==> config.mk <==
export PLATFORM = sky130hd
export DESIGN_NAME = sha256_stream_hasher_top
export DESIGN_NICKNAME = d
export VERILOG_FILES = /design/src/rtl/core/sha256_pkg.sv /design/src/rtl/core/sha256_ram.sv /design/src/rtl/core/sha256_datapath.sv /design/src/rtl/core/sha256_ctrl.sv /design/src/rtl/core/sha256_stream_hasher_top.sv
export SDC_FILE = /design/constraint.sdc
export NUM_CORES = 2
export LEC_CHECK = 0
export ABC_AREA = 0
export BUFFER_PORTS_ARGS = -buffer_cell sky130_fd_sc_hd__buf_2
export CELL_PAD_IN_SITES_DETAIL_PLACEMENT = 1
export CELL_PAD_IN_SITES_GLOBAL_PLACEMENT = 2
export CORE_MARGIN = 2
export CORE_UTILIZATION = 46
export CTS_CLUSTER_SIZE = 20
export DETAILED_ROUTE_END_ITERATION = 10
export PLACE_DENSITY_LB_ADDON = 0.1
export SYNTH_ARGS = -nofsm -noshare
export SYNTH_HDL_FRONTEND = slang
export SYNTH_SLANG_ARGS = --single-unit
==> constraint.sdc <==
create_clock -name i_clk -period 11.65 [get_ports i_clk]
set_clock_uncertainty 0.2 [all_clocks]
set_input_delay 2.33 -clock i_clk [delete_from_list [all_inputs] [get_ports i_clk]]
set_output_delay 2.33 -clock i_clk [all_outputs]
set_load 0.005 [all_outputs]
==> src/rtl/core/sha256_pkg.sv <==
// Package for the streaming SHA-256 hasher: round constants, initial hash
// values, controller/datapath command and status types and helper functions.
// No dependencies.
`timescale 1ns / 1ps

package sha256_pkg;

    localparam int unsigned BLOCK_BYTES = 64;
    localparam int unsigned LEN_W       = 61;

    typedef logic [31:0] t_word;
    typedef logic [7:0]  t_byte;

    localparam t_word ROUND_K [64] = '{
        32'h428a2f98, 32'h71374491, 32'hb5c0fbcf, 32'he9b5dba5,
        32'h3956c25b, 32'h59f111f1, 32'h923f82a4, 32'hab1c5ed5,
        32'hd807aa98, 32'h12835b01, 32'h243185be, 32'h550c7dc3,
        32'h72be5d74, 32'h80deb1fe, 32'h9bdc06a7, 32'hc19bf174,
        32'he49b69c1, 32'hefbe4786, 32'h0fc19dc6, 32'h240ca1cc,
        32'h2de92c6f, 32'h4a7484aa, 32'h5cb0a9dc, 32'h76f988da,
        32'h983e5152, 32'ha831c66d, 32'hb00327c8, 32'hbf597fc7,
        32'hc6e00bf3, 32'hd5a79147, 32'h06ca6351, 32'h14292967,
        32'h27b70a85, 32'h2e1b2138, 32'h4d2c6dfc, 32'h53380d13,
        32'h650a7354, 32'h766a0abb, 32'h81c2c92e, 32'h92722c85,
        32'ha2bfe8a1, 32'ha81a664b, 32'hc24b8b70, 32'hc76c51a3,
        32'hd192e819, 32'hd6990624, 32'hf40e3585, 32'h106aa070,
        32'h19a4c116, 32'h1e376c08, 32'h2748774c, 32'h34b0bcb5,
        32'h391c0cb3, 32'h4ed8aa4a, 32'h5b9cca4f, 32'h682e6ff3,
        32'h748f82ee, 32'h78a5636f, 32'h84c87814, 32'h8cc70208,
        32'h90befffa, 32'ha4506ceb, 32'hbef9a3f7, 32'hc67178f2
    };

    localparam t_word INIT_H [8] = '{
        32'h6a09e667, 32'hbb67ae85, 32'h3c6ef372, 32'ha54ff53a,
        32'h510e527f, 32'h9b05688c, 32'h1f83d9ab, 32'h5be0cd19
    };

    localparam t_byte PAD_BYTE  = 8'h80;
    localparam int unsigned LEN_POS = 56;

    // Byte source for a buffer write.
    typedef enum logic [1:0] {
        BSRC_DATA = 2'd0,
        BSRC_PAD  = 2'd1,
        BSRC_ZERO = 2'd2,
        BSRC_LEN  = 2'd3
    } t_bsrc;

    // Controller to datapath commands.
    typedef struct packed {
        logic       buf_we;      // write one byte at the fill pointer
        t_bsrc      buf_src;
        logic       len_inc;     // count one message byte
        logic       comp_start;  // begin compression of the buffer
        logic       digest_load; // copy chain value to the output shifter
        logic       digest_shift;
        logic       msg_clear;   // restore IV, length and fill pointer
    } t_cmd;

    // Datapath to controller status.
    typedef struct packed {
        logic [5:0] fill;
        logic       comp_busy;
    } t_stat;

    function automatic t_word ror32(input t_word v, input int unsigned n);
        return (v >> n) | (v << (32 - n));
    endfunction

endpackage

==> src/rtl/core/sha256_ram.sv <==
// Generic simple dual-port RAM (one write port, one read port) with registered read.
// No dependencies.
`timescale 1ns / 1ps

module sha256_ram #(
    parameter int unsigned WIDTH = 8,
    parameter int unsigned DEPTH = 64
) (
    input  logic                     i_clk,
    input  logic                     i_we,
    input  logic [$clog2(DEPTH)-1:0] i_waddr,
    input  logic [WIDTH-1:0]         i_wdata,
    input  logic [$clog2(DEPTH)-1:0] i_raddr,
    output logic [WIDTH-1:0]         o_rdata
);

    logic [WIDTH-1:0] r_mem [DEPTH];
    logic [WIDTH-1:0] r_rdata;

    // Write port and registered read port.
    always_ff @(posedge i_clk) begin
        if (i_we) begin
            r_mem[i_waddr] <= i_wdata;
        end
        r_rdata <= r_mem[i_raddr];
    end

    assign o_rdata = r_rdata;

endmodule

==> src/rtl/core/sha256_datapath.sv <==
// Datapath of the SHA-256 hasher: byte buffer RAM, length counter, message
// schedule, round unit, chain value and digest shifter. Uses sha256_pkg.
`timescale 1ns / 1ps

module sha256_datapath (
    input  logic              i_clk,
    input  logic              i_rst_n,
    input  sha256_pkg::t_cmd  i_cmd,
    input  logic [7:0]        i_data_byte,
    output sha256_pkg::t_stat o_stat,
    output logic [31:0]       o_digest_word
);
    import sha256_pkg::*;

    logic [5:0]       r_fill;
    logic [LEN_W-1:0] r_len;
    t_word            r_h [8];
    t_word            r_s [8];
    t_word            r_w [16];
    t_word            r_dig [8];
    logic             r_busy;
    logic [6:0]       r_cnt;

    // Buffer and its ports.
    logic [5:0] buf_raddr;
    t_byte      buf_rdata;
    t_byte      buf_wdata;
    logic [63:0] bit_len;
    logic [2:0]  len_idx;

    assign bit_len = {r_len, 3'b000};
    assign len_idx = r_fill[2:0];

    always_comb begin
        case (i_cmd.buf_src)
            BSRC_DATA: buf_wdata = i_data_byte;
            BSRC_PAD:  buf_wdata = PAD_BYTE;
            BSRC_ZERO: buf_wdata = '0;
            BSRC_LEN:  buf_wdata = bit_len[8*(7-len_idx) +: 8];
            default:   buf_wdata = '0;
        endcase
    end

    sha256_ram #(.WIDTH(8), .DEPTH(BLOCK_BYTES)) u_buf (
        .i_clk   (i_clk),
        .i_we    (i_cmd.buf_we),
        .i_waddr (r_fill),
        .i_wdata (buf_wdata),
        .i_raddr (buf_raddr),
        .o_rdata (buf_rdata)
    );

    // Compression sequencing: r_cnt 0..63 addresses the bytes (read data is registered),
    // every fourth returned byte completes a word; a round runs as each of the first 16
    // words completes, then one per cycle for rounds 16..63.
    // Phase A (r_cnt 0..64): load 16 words with rounds interleaved.
    // For simplicity rounds run as words become available.
    logic [6:0] r_round;
    logic [1:0] r_bpos;
    t_word      r_wacc;
    logic       r_load;   // loading bytes phase
    logic       r_fin;    // final add pending

    assign buf_raddr = r_cnt[5:0];

    // Schedule word for the next round.
    t_word s0, s1, w_new, w_cur, t1, t2, e, a;
    logic  round_go;

    always_comb begin
        s0    = ror32(r_w[1], 7) ^ ror32(r_w[1], 18) ^ (r_w[1] >> 3);
        s1    = ror32(r_w[14], 17) ^ ror32(r_w[14], 19) ^ (r_w[14] >> 10);
        w_new = r_w[0] + s0 + r_w[9] + s1;
        w_cur = (r_round < 7'd16) ? {r_wacc[23:0], buf_rdata} : w_new;
        e     = r_s[4];
        a     = r_s[0];
        t1    = r_s[7] + (ror32(e, 6) ^ ror32(e, 11) ^ ror32(e, 25))
              + ((e & r_s[5]) ^ (~e & r_s[6])) + ROUND_K[r_round[5:0]] + w_cur;
        t2    = (ror32(a, 2) ^ ror32(a, 13) ^ ror32(a, 22))
              + ((a & r_s[1]) ^ (a & r_s[2]) ^ (r_s[1] & r_s[2]));
        round_go = r_busy && !r_fin &&
                   ((r_round < 7'd16) ? (r_load && r_cnt != 7'd0 && r_bpos == 2'd3)
                                      : 1'b1);
    end

    // Control registers of the compression unit.
    always_ff @(posedge i_clk) begin
        if (!i_rst_n) begin
            r_busy  <= 1'b0;
            r_cnt   <= '0;
            r_round <= '0;
            r_bpos  <= '0;
            r_load  <= 1'b0;
            r_fin   <= 1'b0;
        end else if (i_cmd.comp_start) begin
            r_busy  <= 1'b1;
            r_cnt   <= '0;
            r_round <= '0;
            r_bpos  <= '0;
            r_load  <= 1'b1;
            r_fin   <= 1'b0;
        end else if (r_busy) begin
            if (r_load) begin
                r_cnt <= r_cnt + 7'd1;
                if (r_cnt != 7'd0) begin
                    r_bpos <= r_bpos + 2'd1;
                end
                if (r_cnt == 7'd64) begin
                    r_load <= 1'b0;
                end
            end
            if (round_go) begin
                r_round <= r_round + 7'd1;
                if (r_round == 7'd63) begin
                    r_fin <= 1'b1;
                end
            end
            if (r_fin) begin
                r_busy <= 1'b0;
                r_fin  <= 1'b0;
            end
        end
    end

    // Word assembly, schedule window and working variables.
    always_ff @(posedge i_clk) begin
        if (i_cmd.comp_start) begin
            for (int i = 0; i < 8; i++) begin
                r_s[i] <= r_h[i];
            end
        end else if (r_busy) begin
            if (r_load && r_cnt != 7'd0) begin
                r_wacc <= {r_wacc[23:0], buf_rdata};
            end
            if (round_go) begin
                for (int i = 0; i < 15; i++) begin
                    r_w[i] <= r_w[i+1];
                end
                r_w[15] <= w_cur;
                r_s[7] <= r_s[6];
                r_s[6] <= r_s[5];
                r_s[5] <= e;
                r_s[4] <= r_s[3] + t1;
                r_s[3] <= r_s[2];
                r_s[2] <= r_s[1];
                r_s[1] <= a;
                r_s[0] <= t1 + t2;
            end
        end
    end

    // Chain value: final add after 64 rounds, restore on reset or msg_clear.
    always_ff @(posedge i_clk) begin
        if (!i_rst_n || i_cmd.msg_clear) begin
            for (int i = 0; i < 8; i++) begin
                r_h[i] <= INIT_H[i];
            end
        end else if (r_fin) begin
            for (int i = 0; i < 8; i++) begin
                r_h[i] <= r_h[i] + r_s[i];
            end
        end
    end

    // Fill pointer and message length.
    always_ff @(posedge i_clk) begin
        if (!i_rst_n || i_cmd.msg_clear) begin
            r_fill <= '0;
            r_len  <= '0;
        end else begin
            if (i_cmd.buf_we) begin
                r_fill <= r_fill + 6'd1;
            end
            if (i_cmd.len_inc) begin
                r_len <= r_len + {{(LEN_W-1){1'b0}}, 1'b1};
            end
        end
    end

    // Digest shifter, word 0 first.
    always_ff @(posedge i_clk) begin
        if (i_cmd.digest_load) begin
            for (int i = 0; i < 8; i++) begin
                r_dig[i] <= r_h[i];
            end
        end else if (i_cmd.digest_shift) begin
            for (int i = 0; i < 7; i++) begin
                r_dig[i] <= r_dig[i+1];
            end
        end
    end

    assign o_stat.fill      = r_fill;
    assign o_stat.comp_busy = r_busy;
    assign o_digest_word    = r_dig[0];

endmodule

==> src/rtl/core/sha256_ctrl.sv <==
// Controller of the SHA-256 hasher: input handshake, padding sequence,
// compression start and digest output sequencing. Uses sha256_pkg.
`timescale 1ns / 1ps

module sha256_ctrl (
    input  logic              i_clk,
    input  logic              i_rst_n,
    input  logic              i_valid,
    output logic              o_stall,
    input  logic              i_command,
    output logic              o_valid,
    input  logic              i_stall,
    output logic [2:0]        o_word_index,
    output logic              o_last_word,
    input  sha256_pkg::t_stat i_stat,
    output sha256_pkg::t_cmd  o_cmd
);
    import sha256_pkg::*;

    typedef enum logic [2:0] {
        S_IDLE, S_ABS_WAIT, S_PAD, S_PAD_WAIT, S_LEN, S_FIN_WAIT, S_OUT
    } t_state;

    t_state     r_state, n_state;
    logic [2:0] r_idx, n_idx;
    logic       r_valid, n_valid;
    logic       r_started, n_started;
    logic       in_acc, out_acc;

    assign in_acc  = i_valid && !o_stall;
    assign out_acc = r_valid && !i_stall;
    assign o_stall = (r_state != S_IDLE);

    always_comb begin
        n_state   = r_state;
        n_idx     = r_idx;
        n_valid   = r_valid;
        n_started = 1'b0;
        o_cmd     = '0;
        o_cmd.buf_src = BSRC_DATA;
        case (r_state)
            S_IDLE: begin
                if (in_acc) begin
                    o_cmd.buf_we = 1'b1;
                    if (!i_command) begin
                        o_cmd.len_inc = 1'b1;
                        if (i_stat.fill == 6'd63) begin
                            n_state   = S_ABS_WAIT;
                            n_started = 1'b1;
                        end
                    end else begin
                        o_cmd.buf_src = BSRC_PAD;
                        if (i_stat.fill == 6'd63) begin
                            n_state   = S_PAD_WAIT;
                            n_started = 1'b1;
                        end else if (i_stat.fill >= 6'd56) begin
                            n_state = S_PAD;
                        end else begin
                            n_state = S_LEN;
                        end
                    end
                end
            end
            S_ABS_WAIT: begin
                if (!r_started && !i_stat.comp_busy) n_state = S_IDLE;
            end
            S_PAD: begin
                o_cmd.buf_we  = 1'b1;
                o_cmd.buf_src = BSRC_ZERO;
                if (i_stat.fill == 6'd63) begin
                    n_state   = S_PAD_WAIT;
                    n_started = 1'b1;
                end
            end
            S_PAD_WAIT: begin
                if (!r_started && !i_stat.comp_busy) n_state = S_LEN;
            end
            S_LEN: begin
                o_cmd.buf_we  = 1'b1;
                o_cmd.buf_src = (i_stat.fill < 6'(LEN_POS)) ? BSRC_ZERO : BSRC_LEN;
                if (i_stat.fill == 6'd63) begin
                    n_state   = S_FIN_WAIT;
                    n_started = 1'b1;
                end
            end
            S_FIN_WAIT: begin
                if (!r_started && !i_stat.comp_busy) begin
                    o_cmd.digest_load = 1'b1;
                    o_cmd.msg_clear   = 1'b1;
                    n_valid = 1'b1;
                    n_idx   = '0;
                    n_state = S_OUT;
                end
            end
            S_OUT: begin
                if (out_acc) begin
                    o_cmd.digest_shift = 1'b1;
                    n_idx = r_idx + 3'd1;
                    if (r_idx == 3'd7) begin
                        n_valid = 1'b0;
                        n_state = S_IDLE;
                    end
                end
            end
            default: n_state = S_IDLE;
        endcase
        o_cmd.comp_start = n_started;
    end

    // State and registered outputs.
    always_ff @(posedge i_clk) begin
        if (!i_rst_n) begin
            r_state   <= S_IDLE;
            r_idx     <= '0;
            r_valid   <= 1'b0;
            r_started <= 1'b0;
        end else begin
            r_state   <= n_state;
            r_idx     <= n_idx;
            r_valid   <= n_valid;
            r_started <= n_started;
        end
    end

    assign o_valid      = r_valid;
    assign o_word_index = r_idx;
    assign o_last_word  = (r_idx == 3'd7);

endmodule

==> src/rtl/core/sha256_stream_hasher_top.sv <==
// Top level of the streaming SHA-256 hasher.
// Instantiates sha256_ctrl and sha256_datapath; uses sha256_pkg.
`timescale 1ns / 1ps
// Usage:
// The input channel (i_valid, o_stall) carries one word per item: i_command
// 0 absorbs i_data_byte, 1 finishes the message. An absorb does not stall,
// except the byte that fills a 64-byte block, which stalls the input while
// the block is compressed (byte reads from the buffer RAM that carry the
// first 16 rounds, 48 further rounds of the single round unit, one
// chain-value add and the release of the input).
// A finish writes the padding one byte per cycle, pausing while a first
// block is compressed, and runs one or two compressions: the first digest
// word follows one compression when the padding fits the current block, and
// two when a second block is needed. The digest then leaves on
// the output channel (o_valid, i_stall) as eight words at up to one per
// cycle, index 0 first, o_last_word on the eighth. The input stays stalled
// until the last digest word is taken; a stalled digest word holds.
// Synchronous active-low reset restores the initial hash value, clears the
// byte count and drops o_valid; the buffer RAM needs no clearing.

module sha256_stream_hasher_top (
    input  logic        i_clk,
    input  logic        i_rst_n,
    input  logic        i_valid,
    output logic        o_stall,
    input  logic        i_command,
    input  logic [7:0]  i_data_byte,
    output logic        o_valid,
    input  logic        i_stall,
    output logic [31:0] o_digest_word,
    output logic [2:0]  o_word_index,
    output logic        o_last_word
);
    import sha256_pkg::*;

    t_cmd  cmd;
    t_stat stat;

    sha256_ctrl u_ctrl (
        .i_clk        (i_clk),
        .i_rst_n      (i_rst_n),
        .i_valid      (i_valid),
        .o_stall      (o_stall),
        .i_command    (i_command),
        .o_valid      (o_valid),
        .i_stall      (i_stall),
        .o_word_index (o_word_index),
        .o_last_word  (o_last_word),
        .i_stat       (stat),
        .o_cmd        (cmd)
    );

    sha256_datapath u_dp (
        .i_clk         (i_clk),
        .i_rst_n       (i_rst_n),
        .i_cmd         (cmd),
        .i_data_byte   (i_data_byte),
        .o_stat        (stat),
        .o_digest_word (o_digest_word)
    );

endmodule

==> insert_results.sql <==
INSERT INTO impl_metrics (metric_group, metric, value, unit) VALUES
('status', 'outcome', 'finished clean', ''),
('cts', 'cts.htree.levels', '4', ''),
('route', 'num_vias', '62644', ''),
('grt', 'grt_pass1_wl', '433000', 'um'),
('synth', 'synthTopCellsByArea', 'sky130_fd_sc_hd__edfxtp_1 55%, sky130_fd_sc_hd__ha_1 5.1%, sky130_fd_sc_hd__nand2_1 4.4%, sky130_fd_sc_hd__mux4_2 4.0%, sky130_fd_sc_hd__fa_1 3.9%', ''),
('synth', 'fraction_of_the_yosys_area_taken_by_sequential_cells', '57.2', '%'),
('cts', 'resize_count_post_cts', '0', ''),
('power_and_ir_drop', 'highest_ir_drop_seen_on_vdd', '0.162', 'mV'),
('route', 'postRouteAntennaNets', '0', ''),
('floorplan', 'die-area', '219000', 'um^2'),
('synth', 'synthesized_area_fraction_occupied_by_xor_and_xnor_cells', '5.50', '%'),
('synth', 'compound_gate_portion_of_the_synthesized_area', '8.99', '%'),
('timing', 'grt_setup_unrepaired', 'false', ''),
('cts', 'insertion_delay', '0.87', 'ns'),
('setup_path', 'crit_path_max_fanout', '5', ''),
('setup_path', 'r2r-start', 'u_dp.r_w[0][41]$_DFFE_PP_', ''),
('synth', 'post_synth_instance_area', '98900', 'um^2'),
('floorplan', 'die_height', '468', 'um'),
('floorplan', 'core_area', '214000', 'um^2'),
('finish', 'multi_input_area', '39700', 'um^2'),
('grt', 'grt_max_degree', '192', ''),
('synth', 'synth_fa_ha_area_share', '9.21', '%'),
('setup_path', 'worst_setup_path_startpoint', 'u_dp.r_w[0][41]$_DFFE_PP_', ''),
('synth', 'postSynth.topFlopCell', 'sky130_fd_sc_hd__edfxtp_1', ''),
('setup_path', 'regToRegEndpoint', 'u_dp.r_s[0][31]$_DFFE_PP_', ''),
('job', 'max-cap-violations', '0', ''),
('cts', 'number_of_clock_buffers_inserted_by_tritoncts', '208', ''),
('cts', 'cts_tree', 'built', ''),
('power_and_ir_drop', 'pwr_density_cell', '137', 'nW/um^2'),
('synth', 'synth.cells.most_frequent', '1816 x sky130_fd_sc_hd__edfxtp_1, 1171 x sky130_fd_sc_hd__nand2_1, 469 x sky130_fd_sc_hd__nor2_1', ''),
('floorplan', 'pin_count', '51', ''),
('setup_path', 'r2r_setup_slack', '0.69', 'ns'),
('place', 'placement.io_buffers', '50', ''),
('floorplan', 'rows', '170', ''),
('cts', 'tritoncts_num_sinks', '1918', ''),
('timing', 'slew_violations', '0', ''),
('finish', 'sequential_cell_area', '56600', 'um^2'),
('timing', 'final_period_minus_worst_setup_slack', '10.96', 'ns'),
('floorplan', 'start_util', '46.2', '%'),
('setup_path', 'timing.critical_path.from_type', 'flip-flop', ''),
('cts', 'clk_pin_slew', '0.06', 'ns'),
('synth', 'synth_edf_count', '1816', ''),
('synth', 'post_synth_top_area_share', '55.1', '%'),
('setup_path', 'critPathBufInv', '3', ''),
('timing', 'setup_viol', '0', ''),
('power_and_ir_drop', 'internal_power_summed_over_all_cells', '11.6', 'mW'),
('grt', 'grt_use_total', '26.6', '%'),
('finish', 'area.growth.synth_to_final', '10.4', '%'),
('setup_path', 'cp_data_arrival_time', '11.39', 'ns'),
('synth', 'synth_cell_types', '104', ''),
('setup_path', 'setup.worst_path.class', 'reg -> reg', ''),
('finish', 'nFillCells', '21624', ''),
('power_and_ir_drop', 'sequentialPowerShare', '50.7', '%'),
('setup_path', 'ff2ff_path_depth', '42', ''),
('grt', 'first_global_vias', '64654', ''),
('route', 'drt_first_iter_violations', '5056', ''),
('setup_path', 'path_common_cell', 'sky130_fd_sc_hd__a21oi_1', ''),
('cts', 'cts_hold_buffers', '0', ''),
('setup_path', 'slowest_stage_cell_crit_path', 'sky130_fd_sc_hd__o21ai_0', ''),
('synth', 'postSynthAreaPerCell', '12.6', 'um^2'),
('setup_path', 'endpoint_kind', 'flip-flop', ''),
('synth', 'yosys_warnings', '0', ''),
('route', 'routedWlPerCell', '26.7', 'um'),
('power_and_ir_drop', 'power_switching_share', '22.7', '%'),
('setup_path', 'cpLargestDelayFamily', 'compound AO/OA/AOI/OAI gates', ''),
('grt', 'grt_antenna_before_repair', '6', ''),
('timing', 'final-hold-violation-count', '0', ''),
('finish', 'finalNetCount', '8484', ''),
('timing', 'totalNegativeSetupSlack', '0', 'ns'),
('power_and_ir_drop', 'pwr-share-comb', '4.9', '%'),
('worst_hold_path', 'min-delay-path-class', 'reg -> reg', '');
[routing by layer]
layer | GRT usage (%) | wire length (um)
met1 | 39.6 | 138000
met4 | 6.82 | 7380
met2 | 41.6 | 133000
met5 | 0 | 0
met3 | 2.84 | 12200
[power by group through the flow]
stage	clock network [mW]	registers (mW)	logic [mW]
4_1_cts	6.77	7.59	0.743
3_3_place_gp	0	7.74	0.720
5_1_grt	7.00	7.60	0.819
3_5_place_dp	0	7.74	0.737
6_report	6.65	7.59	0.740
2_1_floorplan	0	7.74	0.493
[per-stage QoR]
step | util, % | setup WS [ns] | hold WS (ns) | area, um^2 | std cells
after global placement | 47.8 | 0.662 | 0.201 | 102000 | 10503
final | 51.0 | 0.688 | 0.185 | 109000 | 10890
after CTS | 51.0 | 0.617 | 0.189 | 109000 | 10888
after detailed placement | 47.8 | 0.649 | 0.205 | 102000 | 10503
after floorplan | - | 1.59 | 0.200 | 98900 | 7867
after global routing | 51.0 | 0.00774 | 0.190 | 109000 | 10889
[layout make-up]
type | instances | share of cell area, %
clock buffer | 264 | 5.03
antenna | 2 | 0.00458
sequential | 1918 | 51.8
clock inverter | 121 | 1.27
tap | 2838 | 3.25
multi-input combinational | 5248 | 36.3
timing repair buffer | 164 | 1.09
inverter | 335 | 1.17
[kinds of logic (layout without fill, tap and decap cells)]
logic type	Yosys count	after routing
AOI/OAI and AO/OA	1398	1398
and+or+nand+nor	2196	2196
other	0	2
adders and majority gates	615	615
DFF	1918	1918
muxes	421	421
buffers and inverters	701	884
xor gates and xnor gates	618	618
[placed cells by master, fill, tap and decap left out, types with 27 or more instances in the layout]
| cell | synthesis | layout |
|---|---|---|
| sky130_fd_sc_hd__nand2_1 | 1171 | 1168 |
| sky130_fd_sc_hd__a21o_1 | 165 | 165 |
| sky130_fd_sc_hd__xor2_1 | 233 | 233 |
| sky130_fd_sc_hd__clkbuf_16 | 0 | 208 |
| sky130_fd_sc_hd__o211ai_1 | 42 | 42 |
| sky130_fd_sc_hd__buf_4 | 34 | 107 |
| sky130_fd_sc_hd__inv_1 | 333 | 331 |
| sky130_fd_sc_hd__a21oi_1 | 347 | 347 |
| sky130_fd_sc_hd__clkinv_2 | 0 | 34 |
| sky130_fd_sc_hd__nor2_1 | 469 | 468 |
| sky130_fd_sc_hd__dfxtp_1 | 102 | 95 |
| sky130_fd_sc_hd__nand4_1 | 27 | 27 |
| sky130_fd_sc_hd__and3_1 | 56 | 55 |
| sky130_fd_sc_hd__edfxtp_1 | 1816 | 1816 |
| sky130_fd_sc_hd__nor3_1 | 92 | 90 |
| sky130_fd_sc_hd__a211oi_1 | 55 | 55 |
| sky130_fd_sc_hd__nand3_1 | 110 | 109 |
| sky130_fd_sc_hd__mux2i_1 | 47 | 47 |
| sky130_fd_sc_hd__nand2b_1 | 64 | 62 |
| sky130_fd_sc_hd__buf_2 | 14 | 50 |
| sky130_fd_sc_hd__clkbuf_1 | 267 | 48 |
| sky130_fd_sc_hd__xnor2_1 | 383 | 383 |
| sky130_fd_sc_hd__o31ai_1 | 30 | 28 |
| sky130_fd_sc_hd__mux4_2 | 175 | 175 |
| sky130_fd_sc_hd__fa_1 | 195 | 195 |
| sky130_fd_sc_hd__mux2_2 | 199 | 199 |
| sky130_fd_sc_hd__nor2b_1 | 61 | 61 |
| sky130_fd_sc_hd__clkinv_1 | 2 | 38 |
| sky130_fd_sc_hd__o21ai_0 | 366 | 365 |
| sky130_fd_sc_hd__a31oi_1 | 34 | 33 |
| sky130_fd_sc_hd__ha_1 | 401 | 401 |
| sky130_fd_sc_hd__or3_1 | 46 | 46 |
| sky130_fd_sc_hd__o21bai_1 | 47 | 47 |
| sky130_fd_sc_hd__o21a_1 | 60 | 60 |
| sky130_fd_sc_hd__o21ai_1 | 43 | 44 |
[state kept, by name (all words and copies together) (netlist names), 2 cells and up]
name,cells
u_dp.r_w,512
u_dp.u_buf.r_mem,512
u_dp.r_dig,256
u_dp.r_h,256
u_dp.r_s,256
u_dp.r_len,61
u_dp.r_wacc,24
u_dp.u_buf.o_rdata,8
u_dp.r_cnt,7
u_dp.r_round,7
u_dp.r_fill,6
u_ctrl.o_word_index,3
u_ctrl.r_state,3
u_dp.r_bpos,2
[how the worst min path moves through the flow]
stage,start,end,cells after the start
2_1_floorplan,u_dp.r_w[0][132]$_DFFE_PP_,u_dp.r_w[0][100]$_DFFE_PP_,0
3_3_place_gp,u_dp.r_w[1][84]$_DFFE_PP_,u_dp.r_w[1][52]$_DFFE_PP_,0
3_5_place_dp,u_dp.r_w[1][140]$_DFFE_PP_,u_dp.r_w[1][108]$_DFFE_PP_,0
4_1_cts,u_dp.r_w[1][121]$_DFFE_PP_,u_dp.r_w[1][89]$_DFFE_PP_,0
5_1_grt,u_dp.r_w[1][152]$_DFFE_PP_,u_dp.r_w[1][120]$_DFFE_PP_,0
6_report,u_dp.r_w[1][121]$_DFFE_PP_,u_dp.r_w[1][89]$_DFFE_PP_,0
[worst reg2reg max path: cells and delay by family (launching register included)]
family	cells	cell delay (ns)
compound gates	20	4.09
buf+inv	3	0.37
flops	1	0.49
simple gates	8	1.55
fa+ha+maj	7	2.90
xor+xnor	4	1.13
(Power assumes the default switching activity.)
